### config.mk
export PLATFORM = sky130hd
export DESIGN_NAME = bfma_queue
export DESIGN_NICKNAME = d
export VERILOG_FILES = /design/src/bfma_pkg.sv /design/src/bfma_queue.sv
export SDC_FILE = /design/constraint.sdc
export NUM_CORES = 1
export LEC_CHECK = 0
export BUFFER_PORTS_ARGS = -buffer_cell sky130_fd_sc_hd__buf_2
export CAP_MARGIN = 20
export CORE_UTILIZATION = 47
export DETAILED_ROUTE_END_ITERATION = 7
export GPL_ROUTABILITY_DRIVEN = 0
export GPL_TIMING_DRIVEN = 0
export PLACE_DENSITY = 0.86
export SLEW_MARGIN = 20
export SYNTH_ARGS = -nofsm -noshare
export SYNTH_HDL_FRONTEND = slang
export SYNTH_SLANG_ARGS = --single-unit
### constraint.sdc
create_clock -name clk -period 2.6 [get_ports clk]
set_clock_uncertainty 0.05 [all_clocks]
set_input_delay 0.26 -clock clk [delete_from_list [all_inputs] [get_ports clk]]
set_output_delay 0.26 -clock clk [all_outputs]
set_load 0.01 [all_outputs]
### src/bfma_pkg.sv
// Shared constants, codes and types of the best-fit allocator.
package bfma_pkg;

  localparam int MAX_PROCS   = 32;
  localparam int ADDR_BITS   = 20;
  localparam int SIZE_W      = ADDR_BITS + 1;
  localparam int ID_W        = 16;
  localparam int TIME_W      = 32;
  localparam int K_BITS      = (MAX_PROCS > 1) ? $clog2(MAX_PROCS) : 1;
  localparam int CNT_BITS    = $clog2(MAX_PROCS + 1);
  localparam int QUEUE_DEPTH = 2;
  localparam int QP_BITS     = $clog2(QUEUE_DEPTH);
  localparam int QC_BITS     = $clog2(QUEUE_DEPTH + 1);

  localparam logic [SIZE_W-1:0] MEM_MAX = SIZE_W'(1) << ADDR_BITS;

  localparam logic [1:0] REQ_ALLOC   = 2'd0;
  localparam logic [1:0] REQ_FREE    = 2'd1;
  localparam logic [1:0] REQ_COMPACT = 2'd2;
  localparam logic [1:0] REQ_TICK    = 2'd3;

  typedef enum logic [1:0] {
    STAT_OK       = 2'd0,
    STAT_NOSPACE  = 2'd1,
    STAT_NOTFOUND = 2'd2,
    STAT_DUP      = 2'd3
  } status_t;

  typedef enum logic [1:0] {
    OP_ALLOC,
    OP_FREE,
    OP_COMPACT,
    OP_TICK
  } op_t;

  typedef struct packed {
    op_t                 op;
    logic [ID_W-1:0]     id;
    logic [SIZE_W-1:0]   size;
    logic [TIME_W-1:0]   operand;
    logic                size_zero;
  } cmd_t;

  typedef struct packed {
    logic [ID_W-1:0]      owner;
    logic [ADDR_BITS-1:0] start;
    logic [SIZE_W-1:0]    len;
    logic [TIME_W-1:0]    tleft;
    logic                 flag;
  } entry_t;

endpackage

### src/bfma_queue.sv
// Command queue between front end and execution engine.
module bfma_queue (
  input  logic            clk,
  input  logic            rst,
  input  logic            push_valid,
  output logic            push_ready,
  input  bfma_pkg::cmd_t  push_cmd,
  output logic            pop_valid,
  input  logic            pop_ready,
  output bfma_pkg::cmd_t  pop_cmd
);

  bfma_pkg::cmd_t                slots [bfma_pkg::QUEUE_DEPTH];
  logic [bfma_pkg::QP_BITS-1:0]  wr_ptr;
  logic [bfma_pkg::QP_BITS-1:0]  rd_ptr;
  logic [bfma_pkg::QC_BITS-1:0]  count;
  logic                          do_push;
  logic                          do_pop;

  assign push_ready = (count != bfma_pkg::QC_BITS'(bfma_pkg::QUEUE_DEPTH));
  assign pop_valid  = (count != '0);
  assign pop_cmd    = slots[rd_ptr];
  assign do_push    = push_valid && push_ready;
  assign do_pop     = pop_valid && pop_ready;

  always_ff @(posedge clk) begin
    if (do_push) begin
      slots[wr_ptr] <= push_cmd;
    end
  end

  always_ff @(posedge clk) begin
    if (rst) begin
      wr_ptr <= '0;
      rd_ptr <= '0;
      count  <= '0;
    end else begin
      if (do_push) begin
        wr_ptr <= wr_ptr + 1'b1;
      end
      if (do_pop) begin
        rd_ptr <= rd_ptr + 1'b1;
      end
      if (do_push && !do_pop) begin
        count <= count + 1'b1;
      end else if (do_pop && !do_push) begin
        count <= count - 1'b1;
      end
    end
  end

endmodule

==> summary.log <==
qor: detailed_routing.finalWirelength 10.8 mm
qor: finish.multi_input_area 935 um2
qor: power_and_ir_drop.leakagePower 2.94 nW
qor: sta.tightest_pin_transition 647 ps
qor: global_routing.pin_count_of_the_biggest_net_entering_global_routing 47
qor: finish.diodes 0
qor: sta.grt_setup_unrepaired false
qor: logic_synthesis.synthTopCellsByArea edfxtp_1 (80%), mux2_2 (15%), dfxtp_1 (1.9%), buf_4 (0.56%), xor2_1 (0.49%)
qor: floorplanning.core.rowCount 38
qor: logic_synthesis.post-synth-top-area-cell edfxtp_1
qor: finish.ff_latch_area 4420 um2
qor: clock_network.clock_latency 410 ps
qor: global_routing.track_usage 0.186
qor: global_routing.first_global_vias 3323
qor: place.place.detailed.hpwl 6.45 mm
qor: setup_path.critical_path_arrival 1850 ps
qor: power_and_ir_drop.vdd.ir_drop.worst 520 uV
qor: detailed_routing.detailedRoute.firstPassIterationCount 5
qor: clock_network.clkSlewWorstSetupHoldPaths 60 ps
qor: floorplanning.io_pins 150
qor: setup_path.worst_setup_path_start_kind register
qor: run.drv.max_cap_violation_count 0
qor: sta.final_setup_violation_count 0
qor: setup_path.timing.setup.critical_path_class register to output port
qor: detailed_routing.avgRoutedWirePerCell 16.8 um
qor: sta.timing_hold_violations_final 0
qor: logic_synthesis.synth.yosys.warnings 0
qor: run_status.status completed
qor: clock_network.cts.htree.levels 4
qor: finish.areaGrowthSynthToFinish 42.8%
qor: detailed_routing.detail_route.iter0.violations 104
qor: clock_network.clk_path_buf_depth 2
qor: logic_synthesis.synth-seq-cells 149
qor: detailed_routing.final_antenna_net_count 0
qor: logic_synthesis.netlist.area_leader.share 0.800
qor: detailed_routing.num_vias 3142
qor: detailed_routing.drcViolationCount 0
qor: floorplanning.core_region_area 11000 um2
qor: setup_path.critical_path_peak_fanout 10
qor: clock_network.ctsRootBufferMaster clkbuf_16
qor: floorplanning.floorplan.die_area 11900 um2
qor: clock_network.postCtsSetupRepairBufs 0
qor: global_routing.antenna_found_initial 0
qor: setup_path.end_kind output port
qor: logic_synthesis.syn-instance-count 248
qor: finish.layout-drive-gt1-share 0.526
qor: sta.fin_crit_share 0.829
qor: clock_network.cts_sinks 149
qor: logic_synthesis.syn_area_per_cell 21.8 um2
qor: floorplanning.die_h 109 um
qor: sta.hold_slack 34.0 ps
qor: logic_synthesis.netlist_area 5410 um2
qor: sta.min_period 2160 ps
qor: power_and_ir_drop.report.power.total 7.22 mW
qor: sta.max-slew-margin-rel 0.568
qor: sta.clock.fmax 464 MHz
qor: logic_synthesis.mappedNetlistNets 325
qor: hold_path.min_path_type input pin to register
qor: finish.final_nets 568
qor: floorplanning.die-width 109 um
qor: sta.report.final.slew_viol_count 0
qor: logic_synthesis.synth_cell_type_count 18
qor: global_routing.grt_pass1_wl 16.0 mm
qor: setup_path.worst-endpoint-required 2290 ps
qor: power_and_ir_drop.power.density_cell_area 935 nW/um2
qor: clock_network.cts_buffers 17
qor: floorplanning.initial_core_util 0.490
qor: logic_synthesis.ys_seq_area_frac 0.818
qor: global_routing.grt_overflow 0
qor: place.portBuffers 149
qor: detailed_routing.route.detailed.vias_per_inst 4.88
qor: clock_network.cts_tree built
qor: finish.number_of_fill_cells_in_the_layout 701
qor: clock_network.cts_hold_buf 71
qor: clock_network.cts-resized-gates 0
## registers in the layout, summed over array words and instances (netlist names), named ones only
register,flops
slots,144
rd_ptr,1
count,2
wr_ptr,1
## critical path, stage by stage, from the launching register on
cell and delay, ps:
dfxtp_1 300, buf_2 250, buf_2 360, mux2_2 380, buf_2 150
## per-layer routing
layer | track usage | part of all wire | up-vias
li1 | - | - | 1471
met1 | 0.209 | 0.40 | 1521
met2 | 0.327 | 0.53 | 132
met3 | 0.0550 | 0.058 | 18
met4 | 0.0829 | 0.016 | 0
met5 | 0 | 0 | -
## synth_stat cells (all sizes together)
library cell and count:
or2 1, and3 1, o21ai 2, nor2 3, edfxtp 144, dfxtp 5
nand2b 1, nand3b 1, a21oi 2, a21bo 1, ha 1, xor2 3
buf 8, or3 1, inv 1, mux2 72, and2 1
## power breakdown
part	internal [mW]	switching, mW
registers	3.00	0.0820
clock network	1.50	0.907
logic	0.851	0.874
## layout make-up
type                    instances  share of cell area
flip-flops and latches        149               0.573
plain buffers                   8             0.00648
repair buffers                224               0.200
clock buffers                  19              0.0561
well taps                     140              0.0227
multi-input cells              90               0.121
clock inverters                13              0.0204
inverters                       1            0.000972
## placed cells by master, fill, tap and decap left out
| cell | Yosys | final |
|---|---|---|
| nor2_1 | 3 | 3 |
| buf_12 | 0 | 1 |
| and3_4 | 0 | 1 |
| or2_2 | 1 | 1 |
| inv_6 | 0 | 1 |
| clkinv_4 | 0 | 2 |
| a21oi_1 | 2 | 2 |
| clkinv_1 | 0 | 1 |
| dfxtp_1 | 5 | 5 |
| clkinvlp_4 | 0 | 4 |
| nand2b_1 | 1 | 1 |
| buf_4 | 4 | 4 |
| clkinv_2 | 0 | 3 |
| xor2_1 | 3 | 3 |
| nand3b_1 | 1 | 1 |
| buf_16 | 0 | 2 |
| mux2_2 | 72 | 72 |
| a21bo_2 | 1 | 1 |
| dlygate4sd3_1 | 0 | 72 |
| and2_1 | 1 | 1 |
| edfxtp_1 | 144 | 144 |
| o21ai_0 | 2 | 2 |
| buf_2 | 4 | 153 |
| ha_1 | 1 | 1 |
| or3_1 | 1 | 1 |
| clkbuf_1 | 0 | 2 |
| bufinv_16 | 0 | 3 |
| clkbuf_16 | 0 | 17 |
## logic make-up (layout without fill, tap and decap cells)
kind of cell	count (synthesis)	count (layout)	share of synthesized area
adder cells (fa/ha/maj)	1	1	0.00231
AND/OR/NAND/NOR	9	9	0.00926
buffers and inverters	9	265	0.00995
multiplexers	72	72	0.150
AO/OA/AOI/OAI	5	5	0.00555
flip-flops	149	149	0.818
XOR/XNOR	3	3	0.00486
## metrics by stage
| step | utilization | TNS (ps) | cells | instance area (um2) | setup slack [ps] |
|---|---|---|---|---|---|
| after floorplan | - | 0 | 248 | 5410 | 371 |
| final | 0.700 | 0 | 644 | 7720 | 444 |
| after detailed placement | 0.581 | 0 | 540 | 6410 | 534 |
| after CTS | 0.699 | 0 | 643 | 7710 | 398 |
| after global routing | 0.700 | 0 | 644 | 7720 | 340 |
| after global placement | 0.574 | -13580 | 537 | 6330 | -193 |
## worst paths after layout
path	from	endpoint	slack [ps]	cells after the start
setup / recovery	register	pop_cmd[5]	440	4
hold / removal	rst	count[0]	30	2
setup reg to reg	count[0]	slots[0][41]	520	4
hold reg to reg	rd_ptr	rd_ptr	460	2
Power figures use the tool's default switching activity.
