`src/bfma_pkg.sv`:
```
// Shared constants, codes and types of the best-fit allocator.
package bfma_pkg;

  localparam int MAX_PROCS   = 32;
  localparam int ADDR_BITS   = 20;
  localparam int SIZE_W      = ADDR_BITS + 1;
  localparam int ID_W        = 16;
  localparam int TIME_W      = 32;
  localparam int K_BITS      = (MAX_PROCS > 1) ? $clog2(MAX_PROCS) : 1;
  localparam int CNT_BITS    = $clog2(MAX_PROCS + 1);
  localparam int QUEUE_DEPTH = 2;
  localparam int QP_BITS     = $clog2(QUEUE_DEPTH);
  localparam int QC_BITS     = $clog2(QUEUE_DEPTH + 1);

  localparam logic [SIZE_W-1:0] MEM_MAX = SIZE_W'(1) << ADDR_BITS;

  localparam logic [1:0] REQ_ALLOC   = 2'd0;
  localparam logic [1:0] REQ_FREE    = 2'd1;
  localparam logic [1:0] REQ_COMPACT = 2'd2;
  localparam logic [1:0] REQ_TICK    = 2'd3;

  typedef enum logic [1:0] {
    STAT_OK       = 2'd0,
    STAT_NOSPACE  = 2'd1,
    STAT_NOTFOUND = 2'd2,
    STAT_DUP      = 2'd3
  } status_t;

  typedef enum logic [1:0] {
    OP_ALLOC,
    OP_FREE,
    OP_COMPACT,
    OP_TICK
  } op_t;

  typedef struct packed {
    op_t                 op;
    logic [ID_W-1:0]     id;
    logic [SIZE_W-1:0]   size;
    logic [TIME_W-1:0]   operand;
    logic                size_zero;
  } cmd_t;

  typedef struct packed {
    logic [ID_W-1:0]      owner;
    logic [ADDR_BITS-1:0] start;
    logic [SIZE_W-1:0]    len;
    logic [TIME_W-1:0]    tleft;
    logic                 flag;
  } entry_t;

endpackage

```
`src/bfma_if.sv`:
```
// Channel interfaces: request, response and configuration write.
interface bfma_req_if;
  logic                          valid;
  logic                          ready;
  logic [1:0]                    req_type;
  logic [bfma_pkg::ID_W-1:0]     proc_id;
  logic [bfma_pkg::SIZE_W-1:0]   proc_size;
  logic [bfma_pkg::TIME_W-1:0]   lifetime;
  logic [bfma_pkg::TIME_W-1:0]   tick_amount;
  modport source(output valid, req_type, proc_id, proc_size, lifetime, tick_amount,
                 input ready);
  modport sink(input valid, req_type, proc_id, proc_size, lifetime, tick_amount,
               output ready);
endinterface


```
`src/bfma_front.sv`:
```
// Front end: accept requests and classify them into commands.
module bfma_front (
  bfma_req_if.sink        req,
  output logic            push_valid,
  input  logic            push_ready,
  output bfma_pkg::cmd_t  push_cmd
);

  always_comb begin
    push_cmd.id        = req.proc_id;
    push_cmd.size      = req.proc_size;
    push_cmd.size_zero = (req.proc_size == '0);
    push_cmd.operand   = req.lifetime;
    case (req.req_type)
      bfma_pkg::REQ_ALLOC:   push_cmd.op = bfma_pkg::OP_ALLOC;
      bfma_pkg::REQ_FREE:    push_cmd.op = bfma_pkg::OP_FREE;
      bfma_pkg::REQ_COMPACT: push_cmd.op = bfma_pkg::OP_COMPACT;
      default: begin
        push_cmd.op      = bfma_pkg::OP_TICK;
        push_cmd.operand = req.tick_amount;
      end
    endcase
  end

  assign push_valid = req.valid;
  assign req.ready  = push_ready;

endmodule

```
`src/flat_wrapper.sv`:
```
// flat-port wrapper written by rule: the top's interface ports become plain ports
module bfma_front_flat 
  (push_valid, push_ready, push_cmd, req_valid, req_req_type, req_proc_id, req_proc_size, req_lifetime, req_tick_amount, req_ready);
  bfma_req_if req_i ();
  output logic push_valid;
  input  logic push_ready;
  output bfma_pkg::cmd_t push_cmd;
  input wire logic [$bits(req_i.valid)-1:0] req_valid;
  input wire logic [$bits(req_i.req_type)-1:0] req_req_type;
  input wire logic [$bits(req_i.proc_id)-1:0] req_proc_id;
  input wire logic [$bits(req_i.proc_size)-1:0] req_proc_size;
  input wire logic [$bits(req_i.lifetime)-1:0] req_lifetime;
  input wire logic [$bits(req_i.tick_amount)-1:0] req_tick_amount;
  output wire logic [$bits(req_i.ready)-1:0] req_ready;
  assign req_i.valid = req_valid;
  assign req_i.req_type = req_req_type;
  assign req_i.proc_id = req_proc_id;
  assign req_i.proc_size = req_proc_size;
  assign req_i.lifetime = req_lifetime;
  assign req_i.tick_amount = req_tick_amount;
  assign req_ready = req_i.ready;
  bfma_front u_core (.req(req_i), .push_valid(push_valid), .push_ready(push_ready), .push_cmd(push_cmd));
endmodule
```
`config.mk`:
```
export PLATFORM = sky130hd
export DESIGN_NAME = bfma_front_flat
export DESIGN_NICKNAME = d
export VERILOG_FILES = /design/src/bfma_pkg.sv /design/src/bfma_if.sv /design/src/bfma_front.sv /design/src/flat_wrapper.sv
export SDC_FILE = /design/constraint.sdc
export NUM_CORES = 1
export LEC_CHECK = 0
export BUFFER_PORTS_ARGS = -buffer_cell sky130_fd_sc_hd__buf_4
export CORE_AREA = 2 2 69 71
export DETAILED_ROUTE_END_ITERATION = 10
export DIE_AREA = 0 0 71 73
export PLACE_DENSITY = 0.75
export SLEW_MARGIN = 20
export SYNTH_ARGS = -nofsm -noshare
export SYNTH_HDL_FRONTEND = slang
export SYNTH_SLANG_ARGS = --single-unit
```
`constraint.sdc`:
```
create_clock -name vclk -period 1
set_input_delay 0.1 -clock vclk [all_inputs]
set_output_delay 0.1 -clock vclk [all_outputs]
set_load 0.02 [all_outputs]
```
==> metrics.md, run 1 <==
| Metric | Value |
|---|---|
| Core Rows | 25 |
| Worst VDD drop | 321 uV |
| Vias in the first global route | 1074 |
| Fin crit period | 1.21 ns |
| Maximum fanout along the worst path | 2 |
| DRT Pass-1 Iters | 3 |
| Average cell area after synthesis | 8.73 um2 |
| CP endpoint kind | output port |
| CP startpoint kind | input pin |
| Clkbuf count | 0 |
| Syn Inst Count | 84 |
| Synth cell types | 11 |
| Port Buffer Count | 143 |
| Share of layout cells above drive strength 1 | 98.0% |
| Cell area after synthesis | 733 um2 |
| Syn. warnings | 0 |
| MaxCap Viol Count | 0 |
| Core Box Area | 4540 um2 |
| Remaining global-route overflow | 0 |
| Register area | 0 um2 |
| Pin count of the biggest net entering global routing | 9 |
| Post-layout util | 44.4% |
| Max-slew headroom | 82.4% |
| Starting Density | 16.2% |
| GRT Overall Usage | 12.5% |
| IO Pins | 179 |
| Initial antenna violation count | 0 |
| Initial DRC count | 7 |
| Layout Nets | 303 |
| Ant. Diodes | 0 |
| Slew @ Worst Pin | 0.261 ns |
| Most frequent cell after synthesis | buf_4 |
| Crit Path Category | in -> out |
| DP HPWL | 2730 um |
| Failing checks | negative setup slack |
| Post-synth top area cell | mux2_2 |
| WP data arrival | 1.11 ns |
| Number of flip-flops and latches | 0 |
| Full die area | 5180 um2 |
| Placed instance count | 246 |
| Die W | 71 um |
| Worst hold path class | in -> out |
| Achievable Freq | 823 MHz |
| DRT antenna net count | 0 |
| DIE HEIGHT | 73 um |
| Synth cell count leaders | 39 x buf_4, 29 x mux2_2, 3 x buf_2, 3 x mux2_1, 3 x nor4_1 |
| Final setup viols | 18 |
| CP Data Required Time | 0.90 ns |
| Non-Filler Instances | 250 |
| Max Slew Vio Count | 0 |
| Outcome | finished, violations left |
| Hold Fails Final Rpt | 0 |
| Share of the synthesized area in the top cell type | 44.5% |
| Tot Pwr | 0.00111 W |
| DR vias/cell | 4.19 |
| Layout area overhead | 175% |
| Placer Congestion | 0.736 |
| Cells taking the most area after synthesis | mux2_2 45%, buf_4 40%, mux2_1 4.6% |
| WL/cell | 14.7 um |
| Register area share after synthesis | 0% |
| Remaining DRCs | 0 |
| Worst setup margin | -0.215 ns |
| Via count of the routed design | 1048 |
| Unrepaired setup endpoints after global routing | yes |
| Final Cycle Share | 121% |
| Net count after synthesis | 189 |
| Static leakage power | 1.13 nW |
| Pwr Density | 551 nW/um2 |
| Setup WS pre-CTS | -0.243 ns |
| First-pass GRT wire length | 5250 um |
| Post-cts hold buffer count | 0 |
| Wirelength, routed | 3690 um |
## per-layer routing
metal / GRT usage (%) / vias to the layer above / routed length, um
met5: 0 / - / 0
met4: 0.419 / 0 / 12
met3: 3.18 / 2 / 508
met2: 24.7 / 96 / 1880
met1: 14.2 / 468 / 1280
li1: - / 482 / -
## cells by family (layout without fill, tap and decap cells)
family	Yosys count	count (layout)	synth area share, %
buffers and inverters	44	156	43.0
muxes	32	32	49.1
and+or+nand+nor	8	8	7.85
## stage by stage
step                hold slack (ns)  setup TNS [ns]  area [um2]
floorplan                     0.237         -0.0815         742
global placement              0.200           -4.55        1650
detailed placement            0.200           -4.84        1650
CTS                           0.200           -1.69        2030
global route                  0.200          -0.937        2020
finish                        0.200          -0.302        2020
## path summary, 6_finish.rpt
| kind | from | end | slack (ns) | cells after the start |
|---|---|---|---|---|
| setup / recovery | req_proc_size[3] | push_cmd[0] | -0.21 | 4 |
| hold / removal | req_proc_id[14] | push_cmd[68] | 0.20 | 0 |
## power by group
part	switching (W)	internal [W]
sequential	0	0
combinational	0.000429	0.000682
clock	0	0
total	0.000429	0.000682
## cells in the final DEF (no fill, tap or decap)
cell       n
buf_12     2
nor4_2     1
nand4_1    1
buf_4    116
buf_8      2
nand2_8    1
buf_16     2
nor4_4     1
buf_6     34
or4_4      1
nor3_1     1
mux2_4    32
nor4_1     2
## layout make-up
| type | instances | area, um2 |
|---|---|---|
| fill | 440 | 2520 |
| timing repair buffer | 156 | 1380 |
| multi-input combinational | 40 | 569 |
| tap | 54 | 67.6 |
## critical path, cell delays in order
cell and delay (ns):
buf_6 0.09, or4_4 0.53, nor4_4 0.21, buf_4 0.18
## what timing repair did
item | in CTS | in global routing
resized for setup | 78 | 5
hold endpoints to repair | 0 | 0
pin swaps | 1 | 1
setup endpoints to repair | 33 | 33
buffers inserted | 2 | 1
cloned | 3 | 0
Power figures use the tool's default switching activity.
==> run 2, diff against run 1 <==
- CORE_AREA: 2 2 69 71 -> 2 2 70 72
- DIE_AREA: 0 0 71 73 -> 0 0 72 74
- GPL_TIMING_DRIVEN: unset -> 0
- PLACE_DENSITY: 0.75 -> 0.73
- clock period: 1 -> 1.5 ns (I/O delays scaled with it)
==> run 2 against run 1 <==
Effect of this change:
- the flow now finishes without violations
- via count rose by 13%
- clock-buffer cell count stayed put
- utilization down 0.74 points
- critical path type unchanged
==> metrics.md, run 2 (synthesis results as in run 1) <==
| Metric | Value |
|---|---|
| GRT Overall Usage | 12.0% (-0.49 points) |
| Worst VDD drop | 197 uV (-39%) |
| Tot Pwr | 0.000712 W (-36%) |
| Starting Density | 15.9% (-0.22 points) |
| Setup TNS | 0 ns (+0.302 ns) |
| Wirelength, routed | 3680 um (-0.16%) |
| Die W | 72 um (+1.4%) |
| Cts repair resizes | 0 (-100%) |
| Post-CTS Setup Inserts | 0 (-2) |
| DRT antenna net count | 0 (unchanged) |
| Int Power | 0.000420 W (-38%) |
| Pwr Density | 354 nW/um2 (-36%) |
| Core Box Area | 4600 um2 (+1.4%) |
| Setup WS pre-CTS | 0.111 ns (+0.354 ns) |
| Clock share of power | 0% (unchanged) |
| MaxCap Viol Count | 0 (unchanged) |
| Sequential share of power | 0% (unchanged) |
| Static leakage power | 1.11 nW (-1.2%) |
| WP data arrival | 1.23 ns (+0.12 ns) |
| Initial antenna violation count | 0 (unchanged) |
| Unrepaired setup endpoints after global routing | no |
| Commonest non-fill, non-tap cell in the layout | buf_4 |
| Post-cts hold buffer count | 0 (unchanged) |
| DRT Pass-1 Iters | 3 (unchanged) |
| WL/cell | 12.3 um (-17%) |
| Layout area overhead | 174% |
| Max Slew Vio Count | 0 (unchanged) |
| Initial DRC count | 6 (-1) |
| Vias in the first global route | 1120 (+4.3%) |
| Most frequent cells in the layout | 200 x buf_4, 29 x mux2_2, 3 x buf_2, 3 x mux2_1, 3 x nor4_1 |
| Worst setup margin | 0.123 ns (+0.338 ns) |
| Number of flip-flops and latches | 0 (unchanged) |
| CP startpoint kind | input pin |
| Register area | 0 um2 (unchanged) |
| Layout Nets | 352 (+16%) |
| Final setup viols | 0 (-18) |
| CP Data Required Time | 1.35 ns (+0.45 ns) |
| Remaining global-route overflow | 0 (unchanged) |
| Final Cycle Share | 91.8% |
| Fillcell total | 471 (+7.0%) |
| Pin count of the biggest net entering global routing | 11 (+2) |
| Remaining DRCs | 0 (unchanged) |
| CP endpoint kind | output port |
| Placer Congestion | 0.688 (-6.6%) |
| Via count of the routed design | 1179 (+13%) |
| Psw | 0.000292 W (-32%) |
| Worst hold path class | in -> out |
| Share of layout cells above drive strength 1 | 95.5% (-2.4 points) |
| DR vias/cell | 3.94 (-5.9%) |
| Crit Path Category | in -> out |
| Fin crit period | 1.38 ns |
| Ant. Diodes | 0 (unchanged) |
| Maximum fanout along the worst path | 10 (+8) |
| Achievable Freq | 726 MHz |
| Port Buffer Count | 161 (+13%) |
| Slew @ Worst Pin | 0.308 ns (+0.0465 ns) |
| Clkbuf count | 0 (unchanged) |
| Hold Fails Final Rpt | 0 (unchanged) |
| Hold slack | 0.497 ns (+0.297 ns) |
| Core Rows | 25 (unchanged) |
| Full die area | 5330 um2 (+2.8%) |
| DP HPWL | 3490 um (+28%) |
| DIE HEIGHT | 74 um (+1.4%) |
| Max-slew headroom | 79.3% (-3.1 points) |
| IO Pins | 179 (unchanged) |
| Sw Share | 41.1% (+2.5 points) |
| First-pass GRT wire length | 5180 um (-1.3%) |
| Outcome | complete, no violations |
| Combinational share of power | 100.0% (about the same) |
run 2: cell types whose count changed in the layout (fill, tap and decap cells not counted), moves of 2 or more:
cell,change
buf_4,+84
mux2_1,+3
mux2_2,+29
buf_12,-2
mux2_4,-32
buf_6,-34
buf_16,-2
clkbuf_1,+2
buf_2,+3
buf_8,-2
run 2: cell type report:
class	count	area (um2)	area share, %
multi-input combinational	40	418	20.8
timing repair buffer	161	1210	60.1
buffer	44	315	15.7
tap	54	67.6	3.36
run 2: worst paths after layout:
check / start / to / slack, ns / cells after the start
setup / recovery: req_req_type[1] / push_cmd[10] / 0.12 / 5
hold / removal: req_proc_id[11] / push_cmd[65] / 0.50 / 2
run 2: metal layers:
layer / up-vias / GRT usage [%] / part of all wire, %
li1: 577 / - / -
met1: 492 / 11.8 / 31
met2: 108 / 24.1 / 52
met3: 2 / 5.01 / 17
met4: 0 / 1.47 / 0.54
met5: - / 0 / 0
run 2: power groups by stage:
| stage | clock network [W] | registers (W) | logic (W) |
|---|---|---|---|
| final | 0 | 0 | 0.000712 |
| after global routing | 0 | 0 | 0.000755 |
| after CTS | 0 | 0 | 0.000722 |
| after detailed placement | 0 | 0 | 0.000720 |
| after global placement | 0 | 0 | 0.000715 |
| after floorplan | 0 | 0 | 0.000344 |
run 2: worst max-delay path: stages:
cell and delay (ns):
buf_4 0.12, nand2_1 0.14, buf_2 0.28, mux2_2 0.38
buf_4 0.16
run 2: per-stage QoR:
stage	cell area (um2)	std cells	util, %
after floorplan	733	84	-
after global placement	2010	299	43.7
after detailed placement	2010	299	43.7
after CTS	2010	299	43.7
after global routing	2010	299	43.7
final	2010	299	43.7
==> run 3, diff against run 2 <==
- CORE_AREA: 2 2 70 72 -> 2 2 69 71
- DIE_AREA: 0 0 72 74 -> 0 0 71 73
- PLACE_DENSITY: 0.73 -> 0.75
- clock period: 1.5 -> 1.37 ns (I/O delays scaled with it)
==> run 3 against run 2 <==
Effect of this change:
- combinational power grew 10%
- sequential share of layout area did not move
- first-iteration DRC count increased by 100%
- final area is 1.1% higher
- non-clock buffer count did not move
- worst hold slack worse by 0.026 ns
- clock-buffer cell count unchanged
- global-route usage is 0.26 points lower
- utilization up 1.1 points
- routed wire length is 2.4% lower
==> metrics.md, run 3 (synthesis results as in run 1) <==
| Metric | Value |
|---|---|
| Outcome | complete, no violations |
| CP endpoint kind | output port |
| Worst VDD drop | 186 uV (-5.4%) |
| Sw Share | 41.0% (-0.050 points) |
| Remaining global-route overflow | 0 (unchanged) |
| Final setup viols | 0 (unchanged) |
| Final Cycle Share | 96.3% |
| GRT Overall Usage | 11.8% (-0.26 points) |
| Crit path cell chain | buf_6, or4_4, nor4_4, buf_4 |
| Core Rows | 25 (unchanged) |
| Crit Path Category | in -> out |
| Achievable Freq | 758 MHz |
| Vias in the first global route | 1107 (-1.2%) |
| Unrepaired setup endpoints after global routing | no |
| Placer Congestion | 0.750 (+9.1%) |
| Die W | 71 um (-1.4%) |
| DIE HEIGHT | 73 um (-1.4%) |
| Clkbuf count | 0 (unchanged) |
| Initial antenna violation count | 0 (unchanged) |
| WL/cell | 12.0 um (-2.4%) |
| Remaining DRCs | 0 (unchanged) |
| IO Pins | 179 (unchanged) |
| Multi-input logic area | 429 um2 (+2.7%) |
| Routed wl met2 | 2120 um (+11%) |
| Hold Fails Final Rpt | 0 (unchanged) |
| Post-cts hold buffer count | 0 (unchanged) |
| Fillcell total | 471 (unchanged) |
| Pin count of the biggest net entering global routing | 11 (unchanged) |
| DR vias/cell | 4.02 (+2.0%) |
| Layout area overhead | 177% |
| CP Data Required Time | 1.23 ns (-0.12 ns) |
| Setup TNS | 0 ns (unchanged) |
| Number of flip-flops and latches | 0 (unchanged) |
| M1 WL | 1000 um (-11%) |
| Initial DRC count | 12 (+6) |
| CP top delay family | simple AND/OR/NAND/NOR gates |
| Ant. Diodes | 0 (unchanged) |
| DRT antenna net count | 0 (unchanged) |
| DP HPWL | 3440 um (-1.5%) |
| Maximum fanout along the worst path | 2 (-8) |
| Share of layout cells above drive strength 1 | 95.9% (+0.41 points) |
| Fin crit period | 1.32 ns |
| Full die area | 5180 um2 (-2.7%) |
| Slew @ Worst Pin | 0.303 ns (-0.00535 ns) |
| Wirelength, routed | 3590 um (-2.4%) |
| Max Slew Vio Count | 0 (unchanged) |
| Port Buffer Count | 161 (unchanged) |
| Static leakage power | 1.12 nW (+0.87%) |
| Core Box Area | 4540 um2 (-1.4%) |
| Clock share of power | 0% (unchanged) |
| Max-slew headroom | 79.6% (+0.36 points) |
| Buf/Inv on CP | 2 (-1) |
| Met3 wire length | 468 um (-24%) |
| Setup WS pre-CTS | -0.0426 ns (-0.153 ns) |
| Int Power | 0.000464 W (+10%) |
| Layout Nets | 352 (unchanged) |
| Starting Density | 16.2% (+0.22 points) |
| Commonest non-fill, non-tap cell in the layout | buf_4 |
| Via count of the routed design | 1202 (+2.0%) |
| WP data arrival | 1.18 ns (-0.05 ns) |
| Worst hold path class | in -> out |
| Combinational share of power | 100.0% (about the same) |
| Pwr Density | 387 nW/um2 (+9.2%) |
| Worst setup margin | 0.0504 ns (-0.0725 ns) |
| CP startpoint kind | input pin |
| Post-layout util | 44.8% (+1.1 points) |
| CP peak stage delay | 0.54 ns (+0.16 ns) |
| Register area | 0 um2 (unchanged) |
| Sequential share of power | 0% (unchanged) |
| DR top layer | met3 |
| MaxCap Viol Count | 0 (unchanged) |
| DRT Pass-1 Iters | 4 (+1) |
| Most frequent cells in the layout | 202 x buf_4, 29 x mux2_2, 3 x mux2_1, 3 x nor4_1, 2 x clkbuf_1 |
| CP max stage cell | or4_4 |
| Psw | 0.000323 W (+10%) |
| First-pass GRT wire length | 4950 um (-4.5%) |
==> run 3: power by group through the flow <==
| stage | Combinational [W] | Clock, W | Sequential (W) |
|---|---|---|---|
| floorplan | 0.000376 | 0 | 0 |
| global placement | 0.000781 | 0 | 0 |
| detailed placement | 0.000790 | 0 | 0 |
| CTS | 0.000793 | 0 | 0 |
| global route | 0.000833 | 0 | 0 |
| finish | 0.000786 | 0 | 0 |
==> run 3: timing repair <==
| item | CTS | global route |
|---|---|---|
| setup endpoints to repair | 31 | 31 |
| resized for setup | 1 | 8 |
| setup buffers | 0 | 0 |
| gates cloned | 0 | 0 |
==> run 3: path summary, 6_finish.rpt <==
path	from	endpoint	slack, ns	cells past startpoint
worst max-delay path	req_proc_size[3]	push_cmd[0]	0.05	4
worst min-delay path	req_proc_id[2]	push_cmd[56]	0.47	2
==> run 3: cell type report <==
| class | instances | area share (%) |
|---|---|---|
| Timing Repair Buffer | 161 | 59.7 |
| Buffer | 44 | 15.9 |
| Tap cell | 54 | 3.33 |
| Multi-Input combinational cell | 40 | 21.1 |
==> run 3: per-stage QoR <==
stage | instances | total power, W | hold WS (ns) | instance area, um2
after detailed placement | 299 | 0.000790 | 0.472 | 2010
final | 299 | 0.000786 | 0.471 | 2030
after CTS | 299 | 0.000793 | 0.472 | 2020
after floorplan | 84 | 0.000376 | 0.326 | 733
after global placement | 299 | 0.000781 | 0.471 | 2010
after global routing | 299 | 0.000833 | 0.474 | 2030
==> run 3: layer usage <==
metal,vias up,track usage [%]
met5,-,0
met4,0,0
met3,0,2.90
met2,104,25.8
met1,520,11.5
li1,578,-
